`config.mk`:
```
export PLATFORM = sky130hd
export DESIGN_NAME = http_chunked_body_decoder_top
export DESIGN_NICKNAME = d
export VERILOG_FILES = /design/src/design/hcbd_pkg.sv /design/src/design/http_chunked_body_decoder_top.sv /design/src/design/hcbd_in_stage.sv /design/src/design/hcbd_core.sv /design/src/design/hcbd_out_reg.sv
export VERILOG_INCLUDE_DIRS = /design/src /design/src/design
export SDC_FILE = /design/constraint.sdc
export NUM_CORES = 1
export LEC_CHECK = 0
export BUFFER_PORTS_ARGS = -buffer_cell sky130_fd_sc_hd__buf_2
export CAP_MARGIN = 20
export CORE_UTILIZATION = 67
export DETAILED_ROUTE_END_ITERATION = 10
export GPL_ROUTABILITY_DRIVEN = 1
export PLACE_DENSITY = 0.95
export SLEW_MARGIN = 20
export SYNTH_ARGS = -nofsm -noshare
export SYNTH_HDL_FRONTEND = slang
export SYNTH_SLANG_ARGS = --single-unit
export TNS_END_PERCENT = 30
```
`constraint.sdc`:
```
create_clock -name clk -period 7.3 [get_ports clk]
set_input_delay 0.73 -clock clk [delete_from_list [all_inputs] [get_ports clk]]
set_output_delay 0.73 -clock clk [all_outputs]
set_load 0.01 [all_outputs]
```
`src/design/assert_macros.svh`:
```
// Assertion macros for the chunked body decoder RTL.
`ifndef ASSERT_MACROS_SVH
`define ASSERT_MACROS_SVH

// Antecedent true at an edge implies consequent at the same edge.
`define ASSERT_SAME(label, clk, rst_n, ante, cons) \
	label: assert property (@(posedge clk) disable iff (!rst_n) (ante) |-> (cons)) \
		else $error("assertion failed: same-cycle implication");

// Antecedent true at an edge implies consequent at the next edge.
`define ASSERT_NEXT(label, clk, rst_n, ante, cons) \
	label: assert property (@(posedge clk) disable iff (!rst_n) (ante) |=> (cons)) \
		else $error("assertion failed: next-cycle implication");

`endif

```
`src/design/hcbd_pkg.sv`:
```
// Types, codes and byte classifiers for the chunked body decoder.
package hcbd_pkg;

	// Input item: command plus received byte
	typedef struct packed {
		logic       cmd;
		logic [7:0] in_byte;
	} in_item_t;

	// Result item: kind plus payload byte
	typedef struct packed {
		logic [1:0] out_kind;
		logic [7:0] out_data;
	} out_item_t;

	// Result of one decode step handed to the output register
	typedef struct packed {
		logic      valid;
		out_item_t item;
	} core_res_t;

	localparam logic       CMD_BYTE    = 1'b0;
	localparam logic       CMD_RESTART = 1'b1;

	localparam logic [1:0] KIND_PAYLOAD  = 2'd0;
	localparam logic [1:0] KIND_COMPLETE = 2'd1;
	localparam logic [1:0] KIND_EMPTY    = 2'd2;
	localparam logic [1:0] KIND_OVERFLOW = 2'd3;

	localparam logic [7:0] CH_LF = 8'h0A;
	localparam logic [7:0] CH_CR = 8'h0D;

	localparam int CHUNK_W = 32;
	localparam int HEX_W   = 4;

	// Space, TAB, VT, FF and CR count as leading blanks
	function automatic logic is_blank(input logic [7:0] b);
		return (b inside {8'h20, 8'h09, 8'h0B, 8'h0C, CH_CR});
	endfunction

	// Returns {is_hex, value}
	function automatic logic [HEX_W:0] hex_decode(input logic [7:0] b);
		logic [HEX_W:0] r;
		r = '0;
		if (b inside {[8'h30:8'h39]}) begin
			r = {1'b1, b[3:0]};
		end else if (b inside {[8'h41:8'h46], [8'h61:8'h66]}) begin
			r = {1'b1, HEX_W'(b[2:0] + 3'd1) + HEX_W'(4'd8) + HEX_W'(4'd0)};
		end
		return r;
	endfunction

endpackage

```
`src/design/http_chunked_body_decoder_top.sv`:
```
// Chunked transfer body decoder: one body byte in, at most one result out.
// The decoder strips HTTP/1.1 chunked framing from a byte stream and takes one
// item per clock cycle when the output side keeps up. An item goes from the
// input register through the framing logic into the result register, which
// loads its result once free and holds it until taken. Items that give no
// result leave the input register without waiting for the output side. The
// rate is set by the single framing state update per byte, one per cycle
// while no result is held back.
// A restart item clears all framing state and gives no result.
module http_chunked_body_decoder_top #(
	parameter int MAX_SIZE_DIGITS = 8
) (
	input  logic                clk,
	input  logic                arst_n,
	input  logic                in_valid,
	output logic                in_ready,
	input  hcbd_pkg::in_item_t  in_item,
	output logic                out_valid,
	input  logic                out_ready,
	output hcbd_pkg::out_item_t out_item
);
	import hcbd_pkg::*;
	`include "assert_macros.svh"

	logic      valid_s1;
	in_item_t  item_s1;
	core_res_t res;
	logic      can_load;
	logic      step;
	logic      push;

	// Item moves on unless it has a result and the output register is not free
	assign step = valid_s1 && (!res.valid || can_load);
	assign push = step && res.valid;

	hcbd_in_stage u_in_stage (
		.clk      (clk),
		.arst_n   (arst_n),
		.in_valid (in_valid),
		.in_ready (in_ready),
		.in_item  (in_item),
		.step     (step),
		.valid_s1 (valid_s1),
		.item_s1  (item_s1)
	);

	hcbd_core #(
		.MAX_SIZE_DIGITS (MAX_SIZE_DIGITS)
	) u_core (
		.clk    (clk),
		.arst_n (arst_n),
		.step   (step),
		.item   (item_s1),
		.res    (res)
	);

	hcbd_out_reg u_out_reg (
		.clk       (clk),
		.arst_n    (arst_n),
		.push      (push),
		.push_item (res.item),
		.can_load  (can_load),
		.out_valid (out_valid),
		.out_ready (out_ready),
		.out_item  (out_item)
	);

	// A result is only loaded into a free output register
	`ASSERT_SAME(a_push_free, clk, arst_n, push, can_load)
	// Non-payload results carry a zero data byte
	`ASSERT_SAME(a_data_zero, clk, arst_n, out_valid && out_item.out_kind != KIND_PAYLOAD, out_item.out_data == 8'd0)
	// Input side stalls only behind a held item
	`ASSERT_SAME(a_stall_held, clk, arst_n, !in_ready, valid_s1 && res.valid && !can_load)
	// A pushed result is visible on the next cycle
	`ASSERT_NEXT(a_push_shows, clk, arst_n, push, out_valid)

endmodule

```
`src/design/hcbd_in_stage.sv`:
```
// Input register stage of the chunked body decoder.
module hcbd_in_stage (
	input  logic              clk,
	input  logic              arst_n,
	input  logic              in_valid,
	output logic              in_ready,
	input  hcbd_pkg::in_item_t in_item,
	input  logic              step,
	output logic              valid_s1,
	output hcbd_pkg::in_item_t item_s1
);
	import hcbd_pkg::*;

	// Stage accepts when empty or when its item moves on this cycle
	assign in_ready = !valid_s1 || step;

	always_ff @(posedge clk or negedge arst_n) begin
		if (!arst_n) begin
			valid_s1 <= 1'b0;
		end else if (in_ready) begin
			valid_s1 <= in_valid;
		end
	end

	// Payload register, no reset
	always_ff @(posedge clk) begin
		if (in_ready && in_valid) begin
			item_s1 <= in_item;
		end
	end

endmodule

```
`src/design/hcbd_core.sv`:
```
// Framing state and per-byte decode logic of the chunked body decoder.
module hcbd_core #(
	parameter int MAX_SIZE_DIGITS = 8
) (
	input  logic               clk,
	input  logic               arst_n,
	input  logic               step,
	input  hcbd_pkg::in_item_t item,
	output hcbd_pkg::core_res_t res
);
	import hcbd_pkg::*;

	localparam int DCW = $clog2(MAX_SIZE_DIGITS + 1);

	typedef enum logic [4:0] {
		PH_SIZE    = 5'b00001,
		PH_DATA    = 5'b00010,
		PH_SKIP    = 5'b00100,
		PH_TRAILER = 5'b01000,
		PH_DONE    = 5'b10000
	} phase_t;

	typedef enum logic [2:0] {
		SCAN_BLANK  = 3'b001,
		SCAN_DIGITS = 3'b010,
		SCAN_STOP   = 3'b100
	} scan_t;

	phase_t             phase_q, phase_d;
	scan_t              scan_q, scan_d;
	logic [CHUNK_W-1:0] chunk_q, chunk_d;
	logic [CHUNK_W-1:0] left_q, left_d;
	logic [1:0]         skip_q, skip_d;
	logic [1:0]         lchars_q, lchars_d;
	logic               first_cr_q, first_cr_d;
	logic [DCW-1:0]     digits_q, digits_d;
	logic               seen_q, seen_d;

	logic [7:0]         b;
	logic [HEX_W:0]     hx;
	logic               line_empty;
	logic [CHUNK_W-1:0] left_dec;
	logic [1:0]         skip_dec;

	assign b          = item.in_byte;
	assign hx         = hex_decode(b);
	assign line_empty = (lchars_q == 2'd0) || (lchars_q == 2'd1 && first_cr_q);
	assign left_dec   = (left_q != '0) ? left_q - CHUNK_W'(1) : left_q;
	assign skip_dec   = (skip_q != 2'd0) ? skip_q - 2'd1 : skip_q;

	// Next state and result for the item at the input register
	always_comb begin
		phase_d    = phase_q;
		scan_d     = scan_q;
		chunk_d    = chunk_q;
		left_d     = left_q;
		skip_d     = skip_q;
		lchars_d   = lchars_q;
		first_cr_d = first_cr_q;
		digits_d   = digits_q;
		seen_d     = seen_q;
		res        = '0;

		if (item.cmd == CMD_RESTART) begin
			phase_d    = PH_SIZE;
			scan_d     = SCAN_BLANK;
			chunk_d    = '0;
			left_d     = '0;
			skip_d     = 2'd0;
			lchars_d   = 2'd0;
			first_cr_d = 1'b0;
			digits_d   = '0;
			seen_d     = 1'b0;
		end else begin
			case (phase_q)
				PH_SIZE: begin
					if (b == CH_LF) begin
						// End of size line: clear line state, pick next phase
						scan_d     = SCAN_BLANK;
						chunk_d    = '0;
						lchars_d   = 2'd0;
						first_cr_d = 1'b0;
						digits_d   = '0;
						if (!line_empty) begin
							if (chunk_q == '0) begin
								phase_d = PH_TRAILER;
							end else begin
								left_d  = chunk_q;
								phase_d = PH_DATA;
							end
						end
					end else begin
						if (lchars_q == 2'd0) begin
							first_cr_d = (b == CH_CR);
						end
						if (lchars_q != 2'd2) begin
							lchars_d = lchars_q + 2'd1;
						end
						if (scan_q != SCAN_STOP) begin
							if (hx[HEX_W]) begin
								scan_d = SCAN_DIGITS;
								if (digits_q == DCW'(MAX_SIZE_DIGITS)) begin
									// One digit too many ends the body
									phase_d            = PH_DONE;
									res.valid          = 1'b1;
									res.item.out_kind  = KIND_OVERFLOW;
								end else begin
									digits_d = digits_q + DCW'(1);
									chunk_d  = {chunk_q[CHUNK_W-HEX_W-1:0], hx[HEX_W-1:0]};
								end
							end else if (!(scan_q == SCAN_BLANK && is_blank(b))) begin
								scan_d = SCAN_STOP;
							end
						end
					end
				end
				PH_DATA: begin
					seen_d            = 1'b1;
					left_d            = left_dec;
					res.valid         = 1'b1;
					res.item.out_kind = KIND_PAYLOAD;
					res.item.out_data = b;
					if (left_dec == '0) begin
						skip_d  = 2'd2;
						phase_d = PH_SKIP;
					end
				end
				PH_SKIP: begin
					// Drop the two bytes after chunk data
					skip_d = skip_dec;
					if (skip_dec == 2'd0) begin
						phase_d = PH_SIZE;
					end
				end
				PH_TRAILER: begin
					if (b == CH_LF) begin
						scan_d     = SCAN_BLANK;
						chunk_d    = '0;
						lchars_d   = 2'd0;
						first_cr_d = 1'b0;
						digits_d   = '0;
						if (line_empty) begin
							phase_d           = PH_DONE;
							res.valid         = 1'b1;
							res.item.out_kind = seen_q ? KIND_COMPLETE : KIND_EMPTY;
						end
					end else begin
						if (lchars_q == 2'd0) begin
							first_cr_d = (b == CH_CR);
						end
						if (lchars_q != 2'd2) begin
							lchars_d = lchars_q + 2'd1;
						end
					end
				end
				PH_DONE: begin
				end
				default: begin
					phase_d = PH_SIZE;
				end
			endcase
		end
	end

	// State registers, updated when the item leaves the input register
	always_ff @(posedge clk or negedge arst_n) begin
		if (!arst_n) begin
			phase_q    <= PH_SIZE;
			scan_q     <= SCAN_BLANK;
			chunk_q    <= '0;
			left_q     <= '0;
			skip_q     <= 2'd0;
			lchars_q   <= 2'd0;
			first_cr_q <= 1'b0;
			digits_q   <= '0;
			seen_q     <= 1'b0;
		end else if (step) begin
			phase_q    <= phase_d;
			scan_q     <= scan_d;
			chunk_q    <= chunk_d;
			left_q     <= left_d;
			skip_q     <= skip_d;
			lchars_q   <= lchars_d;
			first_cr_q <= first_cr_d;
			digits_q   <= digits_d;
			seen_q     <= seen_d;
		end
	end

endmodule

```
`src/design/hcbd_out_reg.sv`:
```
// Result register of the chunked body decoder.
module hcbd_out_reg (
	input  logic                clk,
	input  logic                arst_n,
	input  logic                push,
	input  hcbd_pkg::out_item_t push_item,
	output logic                can_load,
	output logic                out_valid,
	input  logic                out_ready,
	output hcbd_pkg::out_item_t out_item
);
	import hcbd_pkg::*;

	// Free when empty or when the held item is taken this cycle
	assign can_load = !out_valid || out_ready;

	always_ff @(posedge clk or negedge arst_n) begin
		if (!arst_n) begin
			out_valid <= 1'b0;
		end else if (can_load) begin
			out_valid <= push;
		end
	end

	always_ff @(posedge clk) begin
		if (push && can_load) begin
			out_item <= push_item;
		end
	end

endmodule
```
* Word-level counts from Yosys, hierarchy flattened
Index checks and enable logic that the tools add are counted. Widths: inputs -> output; s select.
Cells by class: $add $sub $neg 6, magnitude comparators 6, eq/ne operators 30, mux-type cells 65, bitwise operators 1, reduce and logical (&&, ||, !) cells 41
Operator list (count):
- $mux 32 | 11
- $pmux 32 s2 | 2
- $logic_not 32->1 | 2
- $mux 5 | 12
- $eq 8x4->1 const B | 5
- $mux 3 | 12
- $reduce_bool 32->1 | 1
- $sub 32x1->32 const B | 1
- $mux 4 | 7
- $pmux 5 s5 | 1
- $ge 8x7->1 const B | 2
- $le 8x7->1 const B | 2
- $mux 2 | 8
- $ne 3x2->1 const B | 5
- $reduce_bool 3->1 | 5
- $ne 4x2->1 const B | 3
- $mux 11 | 1
- $reduce_and 10->1 | 1
- $reduce_and 5->1 | 2
- $logic_and 1x1->1 | 9
- $ne 3x3->1 const B | 3
- $pmux 3 s3 | 1
- $reduce_and 3->1 | 3
- $eq 8x6->1 const B | 1
- other kinds (33) | 49
Storage, ports and cells: flip-flop bits (word level) 103

* Depth between registers and ports, before layout
word-level depth 15, gate-level depth with buffers 12, depth with buffers taken out 10

* Hierarchy
Synthesis repeated with hierarchy kept, for this count alone.
Unflattened totals: cell total of the unflattened synthesis 696, area total of the unflattened synthesis 6078.3 µm²
Modules (own cells, without submodules):
- hcbd_core | times used 1, cells an instance 666, area an instance 5381.4 µm²
- hcbd_out_reg | times used 1, cells an instance 14, area an instance 354.1 µm²
- hcbd_in_stage | times used 1, cells an instance 13, area an instance 324.1 µm²
- http_chunked_body_decoder_top | times used 1, cells an instance 3, area an instance 18.8 µm²

* Worst setup path after synthesis
No wires, ideal clock.
path type register to register, start point reg u_core.left_q[0], end point reg u_core.phase_q[1], arrival time 3.351 ns, required time 7.174 ns, path slack 3.823 ns, stages on the path, launching flop included 11, path buffers 2, period minus slack after synthesis 3.477 ns, cell sequence dfrtp_1 buf_6 or4_4 buf_6 nor4_4 o21ai_2 or4_2 xnor2_1 or4b_1 or2_1 a221o_1
On the way: cells in the longest elaborated chain, start to end 5, elaborated cells on any way between the ends 6
Ends and longest elaborated chain:
- start, declared | RTL line hcbd_core.sv:32 | logic [CHUNK_W-1:0] left_q, left_d;
- start signal, assigned | RTL line hcbd_core.sv:181 | left_q <= left_d;
- $sub 32x1->32 or $reduce_bool 32->1 (tied branches) | RTL line hcbd_core.sv:48 | assign left_dec = (left_q != '0) ? left_q - CHUNK_W'(1) : left_q;
- $mux 32 (*) | RTL line hcbd_core.sv:48
- $logic_not 32->1 (*) | RTL line hcbd_core.sv:123 | if (left_dec == '0) begin
- $ne 3x2->1 (no line) (*)
- $reduce_and 10->1 (no line) (*)
- end signal, assigned | RTL line hcbd_core.sv:178 | phase_q <= phase_d;
- end, declared | RTL line hcbd_core.sv:29 | phase_t phase_q, phase_d;
Mark *: on every way between the ends. The rest lies on a longest branch, timed or not. A chain may end at the register's enable or synchronous reset.

* Worst setup path in the final report
start point reg u_core.left_q[4], end point reg u_core.phase_q[1]
The elaborated chain is that of the path after synthesis.

==> implementation parameters <==
Parameter                              Value

Status
  Status    finished clean

Cells and area
  Ant. Diodes    0
  Layout Area Growth over Synthesis    5.09%
  Fill cell instance count of the final layout    664
  Share of layout cells above drive strength 1    9.92%
  Area taken by flip-flops and latches    0.00268 mm^2
  Nets    775
  Multi-input gate area    0.00341 mm^2

Clocking
  Clock edge transition at the registers on the reported setup and hold paths    0.11 ns
  Clock Latency Late Sink    0.38 ns
  CTS Root Buffer Type    sky130_fd_sc_hd__clkbuf_8
  Total clock buffers created by CTS    9
  CTS Sinks    103
  CTS tree    done
  Total number of H-tree levels    3
  Count of buffers added by post-CTS timing repair for setup    0
  Bufs on Longest Clock Path    2
  CTS resizes    0
  # hold bufs at CTS    0

Drt
  Wire per inst    21.0 um
  Initial drt markers    630
  Routed wire length    18.6 mm
  Remaining antenna violation count after routing    0
  Routed vias/inst    6.94
  Detailed Routing Iterations Pass 1    5
  Total number of vias    6145
  DRC Markers    0

Floorplanning
  Initial core utilization    68.9%
  Floorplan die width    99.5 um
  Top-level port count    25
  Die Height    99.5 um
  Die ar.    0.00990 mm^2
  Total core area    0.00924 mm^2
  Number of rows created at floorplan    35

Synth
  Post-Synthesis Mean Instance Area    8.36 um^2
  Count of flip-flops with a built-in enable after synthesis    19
  Most common flop cell mapped by yosys    sky130_fd_sc_hd__dfrtp_1
  Number of unique standard cell types used by synthesis    74
  Synth Warn #    0
  Net Count, Synth    786
  Post-synthesis sequential area ratio    42.0%
  Synthesized area    0.00637 mm^2
  Register bit count reported by yosys    103
  Share of flip-flops with an asynchronous set or reset after synthesis    81.6%
  Count of mapped cells out of synthesis    762

Timing
  Worst slew margin    24.2%
  Max Fclk    252 MHz
  Final Critical Period    3.96 ns
  Final period utilization    54.3%
  Endpoints failing setup    0
  Final-report hold violation count    0
  Worst-case clock skew    0.0222 ns
  RSZ-0062 raised after global routing    no
  TNS Setup    0 ns
  Number of max-slew violations in the final report    0
  Tightest Pin Transition    1.14 ns

Power
  Design Power    1.71 mW
  Total power per unit cell area    256 mW/mm^2
  VDD IR max    0.168 mV
  Leakage power of the design    2.78 nW

GRT
  Number of global-route vias before repair    5613
  Global-route wire length before repair    29.5 mm
  Initial antenna violation count    0
  Grt met1 use    56.8%
  Overflow left after global routing    0
  Global-route layer with the greatest usage    met2
  Global routing met3 resource utilization    7.38%
  Met2 global-route usage    59.2%
  Total track usage    39.0%
  Pin count of the biggest net entering global routing    85

Worst hold path
  Worst hold-check path type    in -> async

Worst setup path
  Nature of the critical path endpoint    register
  CP required    7.56 ns
  Critical Path Fanout Max    15
  Crit path arrival time    4.22 ns
  Peak per-stage delay on the critical path    0.69 ns
  Crit start category    register
  Critical-path cell list    or4_1 -> nor4_4 -> o21ai_2 -> or4_2 -> xnor2_1 -> or4b_1 -> or2_1 -> a221o_1
  Slowest CP cell    sky130_fd_sc_hd__or4_1
  Category of the most critical setup path    reg -> reg

Run
  Number of maximum-capacitance constraint violations    0

Placement
  Count of input and output buffers    24
  Final HPWL from detailed placement    13.0 mm
  Final weighted congestion of routability-driven global placement    1.02
## area by class of cell
cell class	count	share of cell area (%)
clock buffers	10	2.06
clock inverters	6	0.879
inverters	18	1.01
multi-input cells	588	51.0
flip-flops and latches	103	40.0
well taps	129	2.41
repair buffers	31	2.67
## cells in the final DEF (no fill, tap or decap), types with 7 or more instances in the layout
| cell type | count |
|---|---|
| sky130_fd_sc_hd__a21oi_1 | 55 |
| sky130_fd_sc_hd__and2_1 | 13 |
| sky130_fd_sc_hd__buf_2 | 23 |
| sky130_fd_sc_hd__buf_4 | 7 |
| sky130_fd_sc_hd__clkbuf_8 | 10 |
| sky130_fd_sc_hd__dfrtp_1 | 82 |
| sky130_fd_sc_hd__edfxtp_1 | 19 |
| sky130_fd_sc_hd__ha_1 | 11 |
| sky130_fd_sc_hd__inv_1 | 18 |
| sky130_fd_sc_hd__nand2_1 | 106 |
| sky130_fd_sc_hd__nand3_1 | 13 |
| sky130_fd_sc_hd__nand4_1 | 7 |
| sky130_fd_sc_hd__nor2_1 | 56 |
| sky130_fd_sc_hd__nor3_1 | 33 |
| sky130_fd_sc_hd__nor4_1 | 31 |
| sky130_fd_sc_hd__o211ai_1 | 7 |
| sky130_fd_sc_hd__o21ai_0 | 96 |
| sky130_fd_sc_hd__o31ai_1 | 12 |
| sky130_fd_sc_hd__or2_2 | 9 |
| sky130_fd_sc_hd__or3_1 | 11 |
| sky130_fd_sc_hd__or4_1 | 8 |
## metrics by stage
| stage | std cells | hold slack (ns) | instance area, um^2 | utilization (%) | setup slack (ns) |
|---|---|---|---|---|---|
| after floorplan | 762 | 0.434 | 6370 | - | 3.82 |
| after global placement | 869 | 0.469 | 6490 | 70.2 | 3.47 |
| after detailed placement | 869 | 0.471 | 6490 | 70.2 | 3.43 |
| after CTS | 885 | 0.489 | 6690 | 72.3 | 3.40 |
| after global routing | 885 | 0.449 | 6690 | 72.4 | 3.18 |
| final | 885 | 0.370 | 6690 | 72.4 | 3.34 |
## worst max-delay path, delay by kind of cell, from the launching register on
| family | cells | cell delay, ns |
|---|---|---|
| AND/OR/NAND/NOR | 5 | 2.63 |
| flip-flops | 1 | 0.54 |
| XOR/XNOR | 1 | 0.17 |
| AO/OA/AOI/OAI | 2 | 0.50 |
## cells by family (layout without fill, tap and decap cells)
group	after synthesis	count (layout)	synth area share, %
compound gates	225	225	21.4
simple gates	338	338	27.9
fa+ha+maj	11	11	2.16
mux	2	2	0.334
xor+xnor	12	12	1.65
flops	103	103	42.0
buf+inv	71	65	4.52
## Yosys cell counts, drive strengths merged (5+ instances only)
cell | count | share of area (%)
nand2 | 107 | 6.3
o21ai | 97 | 7.7
dfrtp | 82 | 32
nor2 | 56 | 3.3
a21oi | 55 | 4.3
clkbuf | 44 | 2.6
nor3 | 34 | 2.7
nor4 | 34 | 3.8
edfxtp | 19 | 9.0
inv | 18 | 1.1
and2 | 13 | 1.3
nand3 | 13 | 1.0
o31ai | 12 | 1.4
ha | 11 | 2.2
or2 | 11 | 1.1
or3 | 11 | 1.1
or4 | 11 | 1.4
buf | 9 | 0.86
nand4 | 8 | 0.88
o211ai | 7 | 0.83
nand2b | 6 | 0.59
nor2b | 6 | 0.59
xnor2 | 6 | 0.83
xor2 | 6 | 0.83
a21o | 5 | 0.59
nand3b | 5 | 0.59
nor3b | 5 | 0.59
## final timing paths
| path | from | endpoint | slack (ns) | cells past startpoint |
|---|---|---|---|---|
| min reg2reg | u_core.scan_q[0] | u_core.scan_q[0] | 0.49 | 2 |
| min | arst_n | u_core.left_q[13] | 0.37 | 1 |
| max in group asynchronous | arst_n | u_core.left_q[12] | 6.35 | 1 |
| min in group clk | u_core.scan_q[0] | u_core.scan_q[0] | 0.49 | 2 |
| max | u_core.left_q[4] | u_core.phase_q[1] | 3.34 | 8 |
| max reg2reg | u_core.left_q[4] | u_core.phase_q[1] | 3.34 | 8 |
## state kept, by name (all words and copies together), names as in the netlist
name / count
u_out_reg.out_item: 10
u_core.seen_q: 1
u_core.digits_q: 4
u_out_reg.out_valid: 1
u_core.chunk_q: 32
u_core.first_cr_q: 1
u_core.left_q: 32
u_core.skip_q: 2
u_core.scan_q: 3
u_in_stage.valid_s1: 1
u_core.phase_q: 5
u_core.lchars_q: 2
u_in_stage.item_s1: 9
## power breakdown
part	internal, mW	switching, mW
clock	0.142	0.230
combinational	0.224	0.439
sequential	0.626	0.0538
total	0.992	0.722
## layer usage
metal / wire length (um) / share of wire (%)
met1: 7510 / 40
met2: 8300 / 45
met3: 2160 / 12
met4: 594 / 3.2
met5: 0 / 0
No activity file was read; power rests on OpenSTA's default activity.
